[src/rtl/core/csc_pkg.sv]
package csc_pkg;

    localparam int S_TDATA_W  = 64;
    localparam int M_TDATA_W  = 40;
    localparam int CFG_IDX_W  = 3;
    localparam int CFG_DATA_W = 15;

    localparam int ATAN_LEN   = 20;
    localparam int ATAN_IDX_W = 5;
    localparam int CORD_W     = 20;
    localparam int ANG_W      = 20;
    localparam int DIV_W      = 24;
    localparam int DVSR_W     = 10;
    localparam int DIV_CNT_W  = 5;

    localparam logic [CFG_IDX_W-1:0] REG_DIST_MIN  = 3'd0;
    localparam logic [CFG_IDX_W-1:0] REG_CORR      = 3'd1;
    localparam logic [CFG_IDX_W-1:0] REG_DEC       = 3'd2;
    localparam logic [CFG_IDX_W-1:0] REG_STRAIGHT  = 3'd3;
    localparam logic [CFG_IDX_W-1:0] REG_ILIMIT    = 3'd4;
    localparam logic [CFG_IDX_W-1:0] REG_KP        = 3'd5;
    localparam logic [CFG_IDX_W-1:0] REG_TI        = 3'd6;
    localparam logic [CFG_IDX_W-1:0] REG_BASE      = 3'd7;

    localparam logic signed [15:0] TOP_X_MIN = -16'sd2000;
    localparam logic signed [15:0] TOP_X_MAX = 16'sd2000;
    localparam logic signed [15:0] TOP_Y_MIN = -16'sd2000;
    localparam logic signed [15:0] TOP_Y_MAX = 16'sd2000;
    localparam logic signed [15:0] TOP_Z_MIN = 16'sd14000;
    localparam logic signed [15:0] TOP_Z_MAX = 16'sd18000;

    typedef struct packed {
        logic [10:0] dist_min;
        logic [6:0]  corr;
        logic [6:0]  dec;
        logic [14:0] straight;
        logic [14:0] ilimit;
        logic [7:0]  kp;
        logic [9:0]  ti;
        logic [10:0] base;
    } cfg_t;

    typedef enum logic [3:0] {
        OP_NONE,
        OP_LOAD,
        OP_TOP,
        OP_OBS,
        OP_CSTEP,
        OP_SCALE,
        OP_BMUL,
        OP_BADD,
        OP_BDIV,
        OP_INTEG,
        OP_PMUL,
        OP_PDIV,
        OP_FINAL,
        OP_PUSH
    } dp_op_t;

    typedef struct packed {
        dp_op_t op;
    } dp_cmd_t;

    typedef struct packed {
        logic is_top;
        logic tilt_direct;
        logic cordic_last;
        logic div_done;
        logic out_free;
    } dp_stat_t;

    function automatic logic [ANG_W-1:0] atan_entry(input logic [ATAN_IDX_W-1:0] idx);
        logic [ANG_W-1:0] v;
        case (idx)
            5'd0:    v = 20'd32768;
            5'd1:    v = 20'd19344;
            5'd2:    v = 20'd10221;
            5'd3:    v = 20'd5188;
            5'd4:    v = 20'd2604;
            5'd5:    v = 20'd1303;
            5'd6:    v = 20'd652;
            5'd7:    v = 20'd326;
            5'd8:    v = 20'd163;
            5'd9:    v = 20'd81;
            5'd10:   v = 20'd41;
            5'd11:   v = 20'd20;
            5'd12:   v = 20'd10;
            5'd13:   v = 20'd5;
            5'd14:   v = 20'd3;
            5'd15:   v = 20'd1;
            5'd16:   v = 20'd1;
            default: v = 20'd0;
        endcase
        return v;
    endfunction

endpackage

[src/rtl/core/climb_steering_controller.sv]
// Channel   Direction  tdata (low bit up)                                   tuser
// s_        in         accel_x[15:0] accel_y[31:16] accel_z[47:32] distance[60:48] -
// m_        out        left_speed[15:0] right_speed[31:16] bearing[39:32]  at_top
// cfg_      in         write enable, register index, write data         -
//
// A non-top request takes two restoring-divider passes (24 quotient bits each) on its way
// to the output register, plus the CORDIC iterations when the tilt is not taken directly.
// A top-window request goes from acceptance through S_CHECK and S_OUT to the output register.
// The next request is taken the cycle after a result is loaded; a full output
// register holds the controller before the load and keeps s_tready low.
// Synchronous active-low reset idles control, loads config defaults, clears controller state.
module climb_steering_controller
    import csc_pkg::*;
#(
    parameter int BEARING_LIMIT = 100,
    parameter int ATAN_STEPS    = 12
) (
    input  logic                  aclk,
    input  logic                  aresetn,
    input  logic                  s_tvalid,
    output logic                  s_tready,
    input  logic [S_TDATA_W-1:0]  s_tdata,   // accel_x, accel_y, accel_z, distance_mm
    output logic                  m_tvalid,
    input  logic                  m_tready,
    output logic [M_TDATA_W-1:0]  m_tdata,   // left_speed, right_speed, blended_bearing
    output logic                  m_tuser,   // at_top
    input  logic                  cfg_wr_en,
    input  logic [CFG_IDX_W-1:0]  cfg_index,
    input  logic [CFG_DATA_W-1:0] cfg_wdata
);

    cfg_t     cfg_reg;
    dp_cmd_t  cmd;
    dp_stat_t stat;

    always_ff @(posedge aclk) begin
        if (!aresetn) begin
            cfg_reg.dist_min <= 11'd100;
            cfg_reg.corr     <= 7'd60;
            cfg_reg.dec      <= 7'd1;
            cfg_reg.straight <= 15'd100;
            cfg_reg.ilimit   <= 15'd1000;
            cfg_reg.kp       <= 8'd5;
            cfg_reg.ti       <= 10'd20;
            cfg_reg.base     <= 11'd500;
        end else if (cfg_wr_en) begin
            case (cfg_index)
                REG_DIST_MIN: cfg_reg.dist_min <= cfg_wdata[10:0];
                REG_CORR:     cfg_reg.corr     <= cfg_wdata[6:0];
                REG_DEC:      cfg_reg.dec      <= cfg_wdata[6:0];
                REG_STRAIGHT: cfg_reg.straight <= cfg_wdata[14:0];
                REG_ILIMIT:   cfg_reg.ilimit   <= cfg_wdata[14:0];
                REG_KP:       cfg_reg.kp       <= cfg_wdata[7:0];
                REG_TI:       cfg_reg.ti       <= cfg_wdata[9:0];
                REG_BASE:     cfg_reg.base     <= cfg_wdata[10:0];
                default:      cfg_reg.base     <= cfg_reg.base;
            endcase
        end
    end

    csc_ctrl u_ctrl (
        .aclk     (aclk),
        .aresetn  (aresetn),
        .s_tvalid (s_tvalid),
        .s_tready (s_tready),
        .stat     (stat),
        .cmd      (cmd)
    );

    csc_dp #(
        .BEARING_LIMIT (BEARING_LIMIT),
        .ATAN_STEPS    (ATAN_STEPS)
    ) u_dp (
        .aclk     (aclk),
        .aresetn  (aresetn),
        .cfg      (cfg_reg),
        .cmd      (cmd),
        .stat     (stat),
        .s_tdata  (s_tdata),
        .m_tvalid (m_tvalid),
        .m_tready (m_tready),
        .m_tdata  (m_tdata),
        .m_tuser  (m_tuser)
    );

`ifndef SYNTHESIS
    a_top_zero: assert property (@(posedge aclk) disable iff (!aresetn)
        m_tvalid && m_tuser |-> m_tdata == '0)
        else $error("top result with nonzero payload");

    a_one_at_a_time: assert property (@(posedge aclk) disable iff (!aresetn)
        s_tvalid && s_tready |=> !s_tready)
        else $error("second request taken while busy");

    a_result_from_work: assert property (@(posedge aclk) disable iff (!aresetn)
        $rose(m_tvalid) |-> $past(!s_tready))
        else $error("result appeared with no request in work");
`endif

endmodule

[src/rtl/core/csc_div.sv]
module csc_div
    import csc_pkg::*;
(
    input  logic              aclk,
    input  logic              aresetn,
    input  logic              start,
    input  logic [DIV_W-1:0]  dividend,
    input  logic [DVSR_W-1:0] divisor,
    output logic              busy,
    output logic [DIV_W-1:0]  quot
);

    logic [DVSR_W-1:0]    rem_reg, rem_next;
    logic [DIV_W-1:0]     quot_reg, quot_next;
    logic [DVSR_W-1:0]    dvsr_reg;
    logic [DIV_CNT_W-1:0] cnt_reg, cnt_next;
    logic                 busy_reg, busy_next;
    logic [DVSR_W:0]      trial;

    always_comb begin
        rem_next  = rem_reg;
        quot_next = quot_reg;
        cnt_next  = cnt_reg;
        busy_next = busy_reg;
        trial     = {rem_reg, quot_reg[DIV_W-1]};
        if (busy_reg) begin
            if (trial >= {1'b0, dvsr_reg}) begin
                rem_next  = DVSR_W'(trial - {1'b0, dvsr_reg});
                quot_next = {quot_reg[DIV_W-2:0], 1'b1};
            end else begin
                rem_next  = trial[DVSR_W-1:0];
                quot_next = {quot_reg[DIV_W-2:0], 1'b0};
            end
            cnt_next = cnt_reg - 1'b1;
            if (cnt_reg == DIV_CNT_W'(1)) begin
                busy_next = 1'b0;
            end
        end
    end

    always_ff @(posedge aclk) begin
        if (!aresetn) begin
            busy_reg <= 1'b0;
            cnt_reg  <= '0;
        end else if (start) begin
            busy_reg <= 1'b1;
            cnt_reg  <= DIV_CNT_W'(DIV_W);
        end else begin
            busy_reg <= busy_next;
            cnt_reg  <= cnt_next;
        end
    end

    always_ff @(posedge aclk) begin
        if (start) begin
            rem_reg  <= '0;
            quot_reg <= dividend;
            dvsr_reg <= divisor;
        end else begin
            rem_reg  <= rem_next;
            quot_reg <= quot_next;
        end
    end

    assign busy = busy_reg;
    assign quot = quot_reg;

endmodule

[src/rtl/core/csc_dp.sv]
module csc_dp
    import csc_pkg::*;
#(
    parameter int BEARING_LIMIT = 100,
    parameter int ATAN_STEPS    = 12
) (
    input  logic                 aclk,
    input  logic                 aresetn,
    input  cfg_t                 cfg,
    input  dp_cmd_t              cmd,
    output dp_stat_t             stat,
    input  logic [S_TDATA_W-1:0] s_tdata,
    output logic                 m_tvalid,
    input  logic                 m_tready,
    output logic [M_TDATA_W-1:0] m_tdata,
    output logic                 m_tuser
);

    localparam int STEPS = (ATAN_STEPS > ATAN_LEN) ? ATAN_LEN : ATAN_STEPS;
    localparam logic [7:0] LIM8 = 8'(BEARING_LIMIT);

    logic signed [15:0] ax_reg, ay_reg, az_reg;
    logic [12:0]        dist_reg;
    logic signed [7:0]  obs_reg;
    logic               turn_reg;
    logic signed [15:0] sum_reg;
    logic signed [7:0]  tilt_reg;
    logic signed [CORD_W-1:0] cx_reg, cy_reg;
    logic signed [ANG_W-1:0]  z_reg;
    logic [ATAN_IDX_W-1:0]    iter_reg;
    logic signed [16:0] proda_reg;
    logic signed [17:0] num_reg;
    logic               neg_reg;
    logic signed [7:0]  bear_reg;
    logic signed [16:0] pk_reg;
    logic signed [24:0] ps_reg;
    logic [15:0]        left_reg, right_reg;
    logic [7:0]         rbear_reg;
    logic               rtop_reg;
    logic               mvalid_reg;
    logic [M_TDATA_W-1:0] mdata_reg;
    logic               muser_reg;

    logic [6:0]  corrd;
    logic [9:0]  tid;
    logic [16:0] ax_abs;
    logic        straight, tilt_low;
    logic signed [CORD_W-1:0] shx, shy;
    logic [ANG_W-1:0]  z_abs, atan_v;
    logic [ANG_W+7:0]  mag_prod;
    logic [7:0]        clip;
    logic signed [8:0] diff;
    logic [DIV_W-1:0]  dvd;
    logic [DVSR_W-1:0] dvs;
    logic              div_start, div_busy;
    logic [DIV_W-1:0]  quot;
    logic [15:0]       q16, delta, base16;
    logic signed [7:0] bear_new;
    logic signed [16:0] sum_abs, ilim17, sum17;
    logic              integ_ok;
    logic [7:0]        obs_abs;
    logic signed [8:0] obs_left;

    function automatic logic signed [CORD_W-1:0] tdiv(input logic signed [CORD_W-1:0] v,
                                                      input logic [ATAN_IDX_W-1:0] sh);
        logic signed [CORD_W-1:0] r;
        if (v < 0) begin
            r = -((-v) >>> sh);
        end else begin
            r = v >>> sh;
        end
        return r;
    endfunction

    assign corrd  = (cfg.corr == '0) ? 7'd1 : cfg.corr;
    assign tid    = (cfg.ti == '0) ? 10'd1 : cfg.ti;
    assign ax_abs = ax_reg[15] ? 17'(-{ax_reg[15], ax_reg}) : {1'b0, ax_reg};
    assign straight = (ax_abs <= {2'b0, cfg.straight}) && (ay_reg > 16'sd0);
    assign tilt_low = ay_reg < TOP_Y_MAX;

    assign shx    = tdiv(cx_reg, iter_reg);
    assign shy    = tdiv(cy_reg, iter_reg);
    assign atan_v = atan_entry(iter_reg);

    assign z_abs    = z_reg[ANG_W-1] ? ANG_W'(-z_reg) : ANG_W'(z_reg);
    assign mag_prod = {8'b0, z_abs} * {20'b0, LIM8};
    assign clip     = (mag_prod[ANG_W+7:16] > {4'b0, LIM8}) ? LIM8 : mag_prod[23:16];

    assign obs_abs  = obs_reg[7] ? 8'(-obs_reg) : 8'(obs_reg);
    assign obs_left = $signed({1'b0, obs_abs}) - $signed({2'b0, cfg.dec});
    assign diff     = $signed({2'b0, cfg.corr}) - $signed({1'b0, obs_abs});

    assign q16      = neg_reg ? 16'(-quot[15:0]) : quot[15:0];
    assign bear_new = $signed(q16[7:0]);
    assign sum17    = {sum_reg[15], sum_reg};
    assign sum_abs  = sum_reg[15] ? -sum17 : sum17;
    assign ilim17   = $signed({2'b0, cfg.ilimit});
    assign integ_ok = (sum_abs < ilim17) || (sum17 >= ilim17 && bear_new < 0) ||
                      (sum17 <= -ilim17 && bear_new > 0);

    assign base16 = {5'b0, cfg.base};
    assign delta  = pk_reg[15:0] + q16;

    always_comb begin
        div_start = 1'b0;
        dvd = '0;
        dvs = '0;
        case (cmd.op)
            OP_BDIV: begin
                div_start = 1'b1;
                dvd = num_reg[17] ? DIV_W'(-num_reg) : DIV_W'(num_reg);
                dvs = {3'b0, corrd};
            end
            OP_PDIV: begin
                div_start = 1'b1;
                dvd = ps_reg[24] ? DIV_W'(-ps_reg) : DIV_W'(ps_reg);
                dvs = tid;
            end
            default: begin
                div_start = 1'b0;
            end
        endcase
    end

    csc_div u_div (
        .aclk     (aclk),
        .aresetn  (aresetn),
        .start    (div_start),
        .dividend (dvd),
        .divisor  (dvs),
        .busy     (div_busy),
        .quot     (quot)
    );

    always_ff @(posedge aclk) begin
        if (!aresetn) begin
            obs_reg  <= '0;
            turn_reg <= 1'b0;
            sum_reg  <= '0;
        end else begin
            case (cmd.op)
                OP_OBS: begin
                    if ({2'b0, dist_reg} <= {2'b0, cfg.dist_min}) begin
                        obs_reg <= turn_reg ? -$signed({1'b0, cfg.corr})
                                            : $signed({1'b0, cfg.corr});
                    end else if (obs_reg != 0) begin
                        if (obs_left > 0) begin
                            obs_reg <= turn_reg ? 8'(-obs_left) : 8'(obs_left);
                        end else begin
                            obs_reg  <= '0;
                            turn_reg <= ~turn_reg;
                        end
                    end
                end
                OP_INTEG: begin
                    if (integ_ok) begin
                        sum_reg <= sum_reg + 16'(bear_new);
                    end
                end
                default: begin
                    sum_reg <= sum_reg;
                end
            endcase
        end
    end

    always_ff @(posedge aclk) begin
        case (cmd.op)
            OP_LOAD: begin
                ax_reg   <= $signed(s_tdata[15:0]);
                ay_reg   <= $signed(s_tdata[31:16]);
                az_reg   <= $signed(s_tdata[47:32]);
                dist_reg <= s_tdata[60:48];
            end
            OP_TOP: begin
                left_reg  <= '0;
                right_reg <= '0;
                rbear_reg <= '0;
                rtop_reg  <= 1'b1;
            end
            OP_OBS: begin
                if (straight) begin
                    tilt_reg <= '0;
                end else begin
                    tilt_reg <= (ax_reg >= 0) ? -$signed(LIM8) : $signed(LIM8);
                end
                cx_reg   <= CORD_W'(ay_reg);
                cy_reg   <= CORD_W'(ax_reg);
                z_reg    <= '0;
                iter_reg <= '0;
            end
            OP_CSTEP: begin
                if (cy_reg > 0) begin
                    cx_reg <= cx_reg + shy;
                    cy_reg <= cy_reg - shx;
                    z_reg  <= z_reg + $signed(atan_v);
                end else begin
                    cx_reg <= cx_reg - shy;
                    cy_reg <= cy_reg + shx;
                    z_reg  <= z_reg - $signed(atan_v);
                end
                iter_reg <= iter_reg + 1'b1;
            end
            OP_SCALE: begin
                tilt_reg <= z_reg[ANG_W-1] ? $signed(clip) : -$signed(clip);
            end
            OP_BMUL: begin
                proda_reg <= diff * tilt_reg;
            end
            OP_BADD: begin
                num_reg <= 18'(proda_reg) + 18'(obs_reg * $signed({1'b0, corrd}));
            end
            OP_BDIV: begin
                neg_reg <= num_reg[17];
            end
            OP_INTEG: begin
                bear_reg <= bear_new;
            end
            OP_PMUL: begin
                pk_reg <= $signed({1'b0, cfg.kp}) * bear_reg;
                ps_reg <= $signed({1'b0, cfg.kp}) * sum_reg;
            end
            OP_PDIV: begin
                neg_reg <= ps_reg[24];
            end
            OP_FINAL: begin
                left_reg  <= base16 - delta;
                right_reg <= base16 + delta;
                rbear_reg <= bear_reg;
                rtop_reg  <= 1'b0;
            end
            default: begin
                rtop_reg <= rtop_reg;
            end
        endcase
    end

    always_ff @(posedge aclk) begin
        if (!aresetn) begin
            mvalid_reg <= 1'b0;
        end else if (cmd.op == OP_PUSH) begin
            mvalid_reg <= 1'b1;
        end else if (m_tready) begin
            mvalid_reg <= 1'b0;
        end
    end

    always_ff @(posedge aclk) begin
        if (cmd.op == OP_PUSH) begin
            mdata_reg <= {rbear_reg, right_reg, left_reg};
            muser_reg <= rtop_reg;
        end
    end

    assign stat.is_top = (ax_reg > TOP_X_MIN) && (ax_reg < TOP_X_MAX) &&
                         (ay_reg > TOP_Y_MIN) && (ay_reg < TOP_Y_MAX) &&
                         (az_reg > TOP_Z_MIN) && (az_reg < TOP_Z_MAX);
    assign stat.tilt_direct = straight || tilt_low;
    assign stat.cordic_last = (iter_reg == ATAN_IDX_W'(STEPS - 1));
    assign stat.div_done    = !div_busy;
    assign stat.out_free    = !mvalid_reg || m_tready;

    assign m_tvalid = mvalid_reg;
    assign m_tdata  = mdata_reg;
    assign m_tuser  = muser_reg;

endmodule

[src/rtl/core/csc_ctrl.sv]
module csc_ctrl
    import csc_pkg::*;
(
    input  logic     aclk,
    input  logic     aresetn,
    input  logic     s_tvalid,
    output logic     s_tready,
    input  dp_stat_t stat,
    output dp_cmd_t  cmd
);

    typedef enum logic [3:0] {
        S_IDLE,
        S_CHECK,
        S_CORDIC,
        S_SCALE,
        S_BMUL,
        S_BADD,
        S_BDIV,
        S_BWAIT,
        S_PMUL,
        S_PDIV,
        S_PWAIT,
        S_OUT
    } state_t;

    state_t state_reg, state_next;

    always_comb begin
        state_next = state_reg;
        cmd.op     = OP_NONE;
        case (state_reg)
            S_IDLE: begin
                if (s_tvalid) begin
                    cmd.op     = OP_LOAD;
                    state_next = S_CHECK;
                end
            end
            S_CHECK: begin
                if (stat.is_top) begin
                    cmd.op     = OP_TOP;
                    state_next = S_OUT;
                end else begin
                    cmd.op     = OP_OBS;
                    state_next = stat.tilt_direct ? S_BMUL : S_CORDIC;
                end
            end
            S_CORDIC: begin
                cmd.op = OP_CSTEP;
                if (stat.cordic_last) begin
                    state_next = S_SCALE;
                end
            end
            S_SCALE: begin
                cmd.op     = OP_SCALE;
                state_next = S_BMUL;
            end
            S_BMUL: begin
                cmd.op     = OP_BMUL;
                state_next = S_BADD;
            end
            S_BADD: begin
                cmd.op     = OP_BADD;
                state_next = S_BDIV;
            end
            S_BDIV: begin
                cmd.op     = OP_BDIV;
                state_next = S_BWAIT;
            end
            S_BWAIT: begin
                if (stat.div_done) begin
                    cmd.op     = OP_INTEG;
                    state_next = S_PMUL;
                end
            end
            S_PMUL: begin
                cmd.op     = OP_PMUL;
                state_next = S_PDIV;
            end
            S_PDIV: begin
                cmd.op     = OP_PDIV;
                state_next = S_PWAIT;
            end
            S_PWAIT: begin
                if (stat.div_done) begin
                    cmd.op     = OP_FINAL;
                    state_next = S_OUT;
                end
            end
            S_OUT: begin
                if (stat.out_free) begin
                    cmd.op     = OP_PUSH;
                    state_next = S_IDLE;
                end
            end
            default: begin
                state_next = S_IDLE;
            end
        endcase
    end

    always_ff @(posedge aclk) begin
        if (!aresetn) begin
            state_reg <= S_IDLE;
        end else begin
            state_reg <= state_next;
        end
    end

    assign s_tready = (state_reg == S_IDLE);

endmodule

[config.mk]
export PLATFORM = sky130hd
export DESIGN_NAME = climb_steering_controller
export DESIGN_NICKNAME = d
export VERILOG_FILES = /design/src/rtl/core/csc_pkg.sv /design/src/rtl/core/climb_steering_controller.sv /design/src/rtl/core/csc_div.sv /design/src/rtl/core/csc_dp.sv /design/src/rtl/core/csc_ctrl.sv
export SDC_FILE = /design/constraint.sdc
export NUM_CORES = 2
export LEC_CHECK = 0
export BUFFER_PORTS_ARGS = -buffer_cell sky130_fd_sc_hd__buf_2
export CAP_MARGIN = 20
export CORE_MARGIN = 8
export CORE_UTILIZATION = 45
export DETAILED_ROUTE_END_ITERATION = 7
export PLACE_DENSITY = 0.63
export SYNTH_ARGS = -nofsm -noshare
export SYNTH_HDL_FRONTEND = slang
export SYNTH_HIERARCHICAL = 1
export SYNTH_SLANG_ARGS = --single-unit
[constraint.sdc]
create_clock -name aclk -period 18.27 [get_ports aclk]
set_input_delay 0.9135 -clock aclk [delete_from_list [all_inputs] [get_ports aclk]]
set_output_delay 0.9135 -clock aclk [all_outputs]
set_load 0.05 [all_outputs]
After elaboration in Yosys (flattened, before gate mapping)
Memory sizes are Yosys's and may differ from the RTL's. A register that Yosys moved wholly into a read port is not among the register bits.
Index checks and enable logic that the tools add are counted.
{"block": "op_classes", "n_addsub": 31, "multipliers": 5, "div": 0, "magnitude_cmp": 21, "eq_ne": 38, "n_shift": 4, "mux": 62, "bitwise": 4, "reduce_logical": 39}
{"operator": "$mux 20", "n": 6}
{"operator": "$pmux 20 s2", "n": 3}
{"operator": "$neg 20->20", "n": 5}
{"operator": "$mux 24", "n": 4}
{"operator": "$pmux 4 s12", "n": 2}
{"operator": "$mux 8", "n": 10}
{"operator": "$sshr 20x5->20", "n": 4}
{"operator": "$pmux 16 s2", "n": 2}
{"operator": "$add 20x20->20", "n": 3}
{"operator": "$sub 20x20->20", "n": 3}
{"operator": "$pmux 24 s2", "n": 1}
{"operator": "$eq 4x4->1 const B", "n": 10}
{"operator": "$lt 20x1->1 const B", "n": 2}
{"operator": "$mux 4", "n": 9}
{"operator": "$mux 17", "n": 2}
{"operator": "$eq 4x3->1 const B", "n": 8}
{"operator": "$gt 16x12->1 const B", "n": 2}
{"operator": "$lt 16x12->1 const B", "n": 2}
{"operator": "$pmux 8 s2", "n": 2}
{"operator": "$reduce_bool 32->1", "n": 1}
{"operator": "$mul 20x5->25 const B", "n": 1}
{"operator": "$mul 9x16->25", "n": 1}
{"operator": "$neg 18->24", "n": 1}
{"operator": "$neg 24->24", "n": 1}
{"operator": "64 further kinds", "n": 119}
{"block": "totals", "ff_bits": 465, "latchBits": 0, "ramBits": 0, "romBits": 512, "out_inout_bits": 43, "mem_count": 1}
{"name": "(no name shown)", "depth": 32, "width": 16, "rd": 1, "rd_ports_with_merged_regs": 1, "wr": 0, "line_no": "csc_pkg.sv:74", "text": "case (idx)"}

Logic depth before layout (Yosys ltp)
{"block": "logic_depth", "ltp_word": 12, "mapped_depth": 35}

Modules after synthesis
Netlist, hierarchy kept.
{"mod": "csc_dp", "n_inst": 1, "cells_per_inst": 4967, "area_per_inst_um2": 43568.0, "seq_area_each_um2": 9819.4}
{"mod": "climb_steering_controller", "n_inst": 1, "cells_per_inst": 307, "area_per_inst_um2": 3203.1, "seq_area_each_um2": 1681.6}
{"mod": "csc_div", "n_inst": 1, "cells_per_inst": 218, "area_per_inst_um2": 2588.7, "seq_area_each_um2": 1341.3}
{"mod": "csc_ctrl", "n_inst": 1, "cells_per_inst": 67, "area_per_inst_um2": 452.9, "seq_area_each_um2": 80.1}

Least setup slack after synthesis
No wires, ideal clock.
{"block": "synth_path", "path_kind": "reg-to-reg", "startpoint": "register u_dp.cx_reg[4]", "endpoint": "register u_dp.cy_reg[18] (data pin)", "arrival_time_ns": 7.279, "setup_slack_ns": 10.724, "path_stages_with_launch": 34, "n_path_buf": 4, "cell_sequence": "edfxtp_1 -> buf_6 -> or4_4 -> buf_6 -> or4_1 -> buf_2 -> or3_1 -> buf_2 -> and2_1 -> mux4_2 -> a211oi_2 -> or2_2 -> ha_1 -> inv_1 -> and4_1 -> o31ai_1 -> nor3b_1 -> nor2_1 -> xnor2_1 -> ha_1 -> a21o_1 -> a21o_1 -> a21oi_1 -> o21bai_1 -> a21oi_1 -> o21bai_1 -> a21o_1 -> a21o_1 -> a21oi_1 -> o21ai_0 -> or4_1 -> a31oi_1 -> xor2_1 -> o21ai_0"}
{"block": "synth_between", "elab_chain_cells": 7, "elab_cells_between_ends": 10, "classes_between": "add/sub (4); order compare (1); shift (2); mux (3)"}
{"element": "start, declared", "line_no": "csc_dp.sv:28", "text": "logic signed [CORD_W-1:0] cx_reg, cy_reg;"}
{"element": "start signal, assigned", "line_no": "csc_dp.sv:187", "text": "cx_reg <= CORD_W'(ay_reg);"}
{"element": "start signal, assigned", "line_no": "csc_dp.sv:194", "text": "cx_reg <= cx_reg + shy;"}
{"element": "start signal, assigned", "line_no": "csc_dp.sv:198", "text": "cx_reg <= cx_reg - shy;"}
{"element": "$neg 20->20", "line_no": "csc_dp.sv:68", "text": "r = -((-v) >>> sh);"}
{"element": "$sshr 20x5->20", "line_no": "csc_dp.sv:68"}
{"element": "$neg 20->20", "line_no": "csc_dp.sv:68"}
{"element": "$mux 20 (*)", "line_no": "csc_dp.sv:67", "text": "if (v < 0) begin"}
{"element": "$add 20x20->20 / $sub 20x20->20 (equally long branches)", "line_no": "csc_dp.sv:199, csc_dp.sv:195"}
{"element": "$mux 20 (*)", "line_no": "csc_dp.sv:193", "text": "if (cy_reg > 0) begin"}
{"element": "$pmux 20 s2 (*)", "line_no": "csc_dp.sv:168", "text": "case (cmd.op)"}
{"element": "end signal, assigned", "line_no": "csc_dp.sv:188", "text": "cy_reg <= CORD_W'(ax_reg);"}
{"element": "end signal, assigned", "line_no": "csc_dp.sv:195", "text": "cy_reg <= cy_reg - shx;"}
{"element": "end signal, assigned", "line_no": "csc_dp.sv:199", "text": "cy_reg <= cy_reg + shx;"}
{"element": "end, declared", "line_no": "csc_dp.sv:28"}
Mark *: on every way between the ends. The rest lies on a longest branch, timed or not.
A chain may end at the register's enable or synchronous reset.

Worst setup path in the final report
{"block": "layout_path", "startpoint": "register u_dp.cx_reg[9]", "endpoint": "register u_dp.cy_reg[18] (data pin)"}
The elaborated chain is that of the path after synthesis.

==> metrics.yaml <==
period_share_pct: 48.8
min_from: "u_dp/right_reg[0]$_SDFFCE_PN0P_"
drt-met1-wl_mm: 57.9
criticalPathCategory: "flip-flop to flip-flop"
synth-edff-count: 333
first_pass_iters: 8
max_cap_viol_count: 0
ant_nets: 0
multi_input_area_um2: 33600
post-place-ws_ns: 9.55
numCtsBuffers: 56
hold_buffers: 0
rr_endpoint: "u_dp/cy_reg[18]$_DFFE_PN_"
synth.avg_cell_area_um2: 8.96
grt_max_degree: 78
wl_per_cell_um: 19.6
ys_types: 112
ys_ff_latch: 479
syn_area_um2: 49800
place_congestion: 0.965
tightest_slew_ns: 1.22
largest_register_ffs: 84
clock_sinks: 479
area_growth_pct: 7.83
synth_cells: 5559
cp_top_family: "compound AO/OA/AOI/OAI gates"
clkTransAtPathRegs_ns: 0.07
antenna_found_initial: 0
hold_class: "flip-flop to flip-flop"
cpMaxStageDelayCell: "or4_1"
top_layer_used: "met4"
min_path_cells: 0
avgViaCountPerCell: 5.63
setup_viol: 0
rows: 122
r2r_cells: 31
yosysSeqAreaShare_pct: 25.9
dieWidth_um: 349
drive_gt1_share_pct: 7.29
hold_end: "u_dp/m_tdata[0]$_DFFE_PP_"
nets: 6388
final_max_slew_viol_count: 0
status: "finished, final reports clean"
route.met3.wl_mm: 8.00
post-cts-setup-buffers: 0
root_buffer: "clkbuf_16"
cp_num_buf_inv: 2
r2r-start: "u_dp/cx_reg[9]$_DFFE_PN_"
critPathLaunchType: "flip-flop"
cts_resized: 0
timing.final.crit_period_ns: 8.92
crit_required_ns: 18.65
seq_area_um2: 12900
reg2reg_slack_ns: 9.35
rsz0062_at_grt: "no"
gr-usage-all-layers_pct: 22.5
die_area_um2: 122000
h-tree-depth: 2
dp.final_hpwl_mm: 109
drt_iter0_markers: 2622
path_max_fanout: 11
grt_pass1_vias: 39900
cts_tree: "built"
slowest_delay_ns: 0.78
final-hold-violation-count: 0
chipHeight_um: 349
final_util_pct: 48.7
synth_nets: 6395
slew_headroom_pct: 16.9
synthFlopType: "edfxtp_1"
grt_pass1_wl_mm: 221
setup_tns_ns: 0
port_buffers: 126
clkLatencyLatePin_ns: 0.67
num_vias: 39900
drc_errors: 0
clock_path_buffers: 3
worst_clock_skew_ns: 0.0281
setup_ws_ns: 9.35
coreArea_um2: 110000
end_kind: "flip-flop"
wl_met2_mm: 67.1
async_flop_share_pct: 0
cp.arrival_ns: 9.31
max_freq_mhz: 112
wirelength_mm: 139
yosysWarnings: 6
start_util_pct: 45.2
grt-ovfl-total: 0
n_fill_cell: 10500
num_io_pins: 130
[cells in the final DEF, fill, tap and decap left out, types with 38 or more instances in the layout]
cell type	synthesis	routed
o31ai_1	53	53
a211oi_1	48	48
nand4_1	40	40
o21a_1	43	43
buf_4	3	61
clkbuf_16	0	56
fa_1	292	292
xor2_1	112	112
nand2b_1	86	86
o21ai_0	253	253
ha_1	457	457
o22ai_1	39	39
a21oi_1	268	268
o21bai_1	48	48
edfxtp_1	333	333
nor2_1	320	316
dfxtp_1	146	146
nand3_1	80	80
nand2_1	495	494
inv_1	618	617
and2_1	227	227
or3_1	42	41
nor2b_1	104	104
nor3_1	116	114
a21o_1	59	59
buf_2	19	125
mux2i_1	159	159
or4_1	39	39
a31oi_1	38	38
xnor2_1	294	294
[routing by layer]
layer	up-vias	global-route usage (%)
li1	19300	-
met1	19200	27.8
met2	1095	39.4
met3	307	3.38
met4	0	9.05
met5	-	0
[stage by stage]
stage	hold WS, ns	cell area [µm²]	instances
2_1_floorplan	0.400	49800	5559
3_3_place_gp	0.402	51800	6981
3_5_place_dp	0.405	51800	6982
4_1_cts	0.389	53700	7086
5_1_grt	0.402	53700	7086
6_report	0.416	53700	7087
[cell families (layout without fill, tap and decap cells)]
group	count (synthesis)	in the layout	share of synthesized area, %
and+or+nand+nor	1722	1722	17.7
muxes	207	207	4.50
AOI/OAI and AO/OA	1123	1123	14.8
DFF	479	479	25.9
xor gates and xnor gates	406	406	7.14
adders and majority gates	749	749	23.2
other	0	1	0
buffers and inverters	873	912	6.69
[synthesized netlist by cell type, types with 14 or more instances]
cell | n | share of area [%]
nand2_1 | 495 | 3.7
nor2_1 | 320 | 2.4
o21a_1 | 43 | 0.65
nor2b_1 | 104 | 1.3
nand2b_1 | 86 | 1.1
a31oi_1 | 38 | 0.48
mux2i_1 | 159 | 3.2
o21bai_1 | 48 | 0.72
o31ai_1 | 53 | 0.80
buf_2 | 19 | 0.19
fa_1 | 292 | 12
xnor2_1 | 294 | 5.2
mux2_2 | 37 | 0.84
o21ai_0 | 253 | 2.5
or4_1 | 39 | 0.59
nor3_1 | 116 | 1.2
and2_1 | 227 | 2.9
or3_1 | 42 | 0.53
edfxtp_1 | 333 | 20
a21boi_0 | 23 | 0.35
inv_1 | 618 | 4.7
ha_1 | 457 | 11
xor2_1 | 112 | 2.0
dfxtp_1 | 146 | 5.9
nor4_1 | 36 | 0.45
a211oi_1 | 48 | 0.72
or2_2 | 17 | 0.21
nand4_1 | 40 | 0.50
and3_1 | 31 | 0.39
clkbuf_1 | 198 | 1.5
a21oi_1 | 268 | 2.7
a21o_1 | 59 | 0.89
o41ai_1 | 21 | 0.37
a31o_2 | 14 | 0.25
buf_1 | 29 | 0.22
o22ai_1 | 39 | 0.49
nand3_1 | 80 | 0.80
o211ai_1 | 33 | 0.50
[layout make-up]
type	instances	share of cell area [%]
multi-input combinational	4207	62.6
timing repair buffer	187	2.05
clock buffer	64	2.68
inverter	621	4.34
tap	1488	3.47
sequential	479	24.1
clock inverter	40	0.846
antenna	1	0.00466
[worst max-delay path by stage]
stage,start,end,slack (ns),depth (start not counted)
floorplan,u_dp/cx_reg[4]$_DFFE_PN_,u_dp/cy_reg[18]$_DFFE_PN_,10.72,33
global placement,u_dp/cx_reg[7]$_DFFE_PN_,u_dp/cy_reg[18]$_DFFE_PN_,9.62,31
detailed placement,u_dp/cx_reg[9]$_DFFE_PN_,u_dp/cy_reg[18]$_DFFE_PN_,9.55,31
CTS,u_dp/cx_reg[9]$_DFFE_PN_,u_dp/cy_reg[18]$_DFFE_PN_,9.50,31
global route,u_dp/cx_reg[9]$_DFFE_PN_,u_dp/cy_reg[18]$_DFFE_PN_,8.68,30
finish,u_dp/cx_reg[9]$_DFFE_PN_,u_dp/cy_reg[18]$_DFFE_PN_,9.35,31
Power is left out: the tool's default activity adds up to more than one toggle a clock period on the data nets, which glitch-free logic cannot reach.
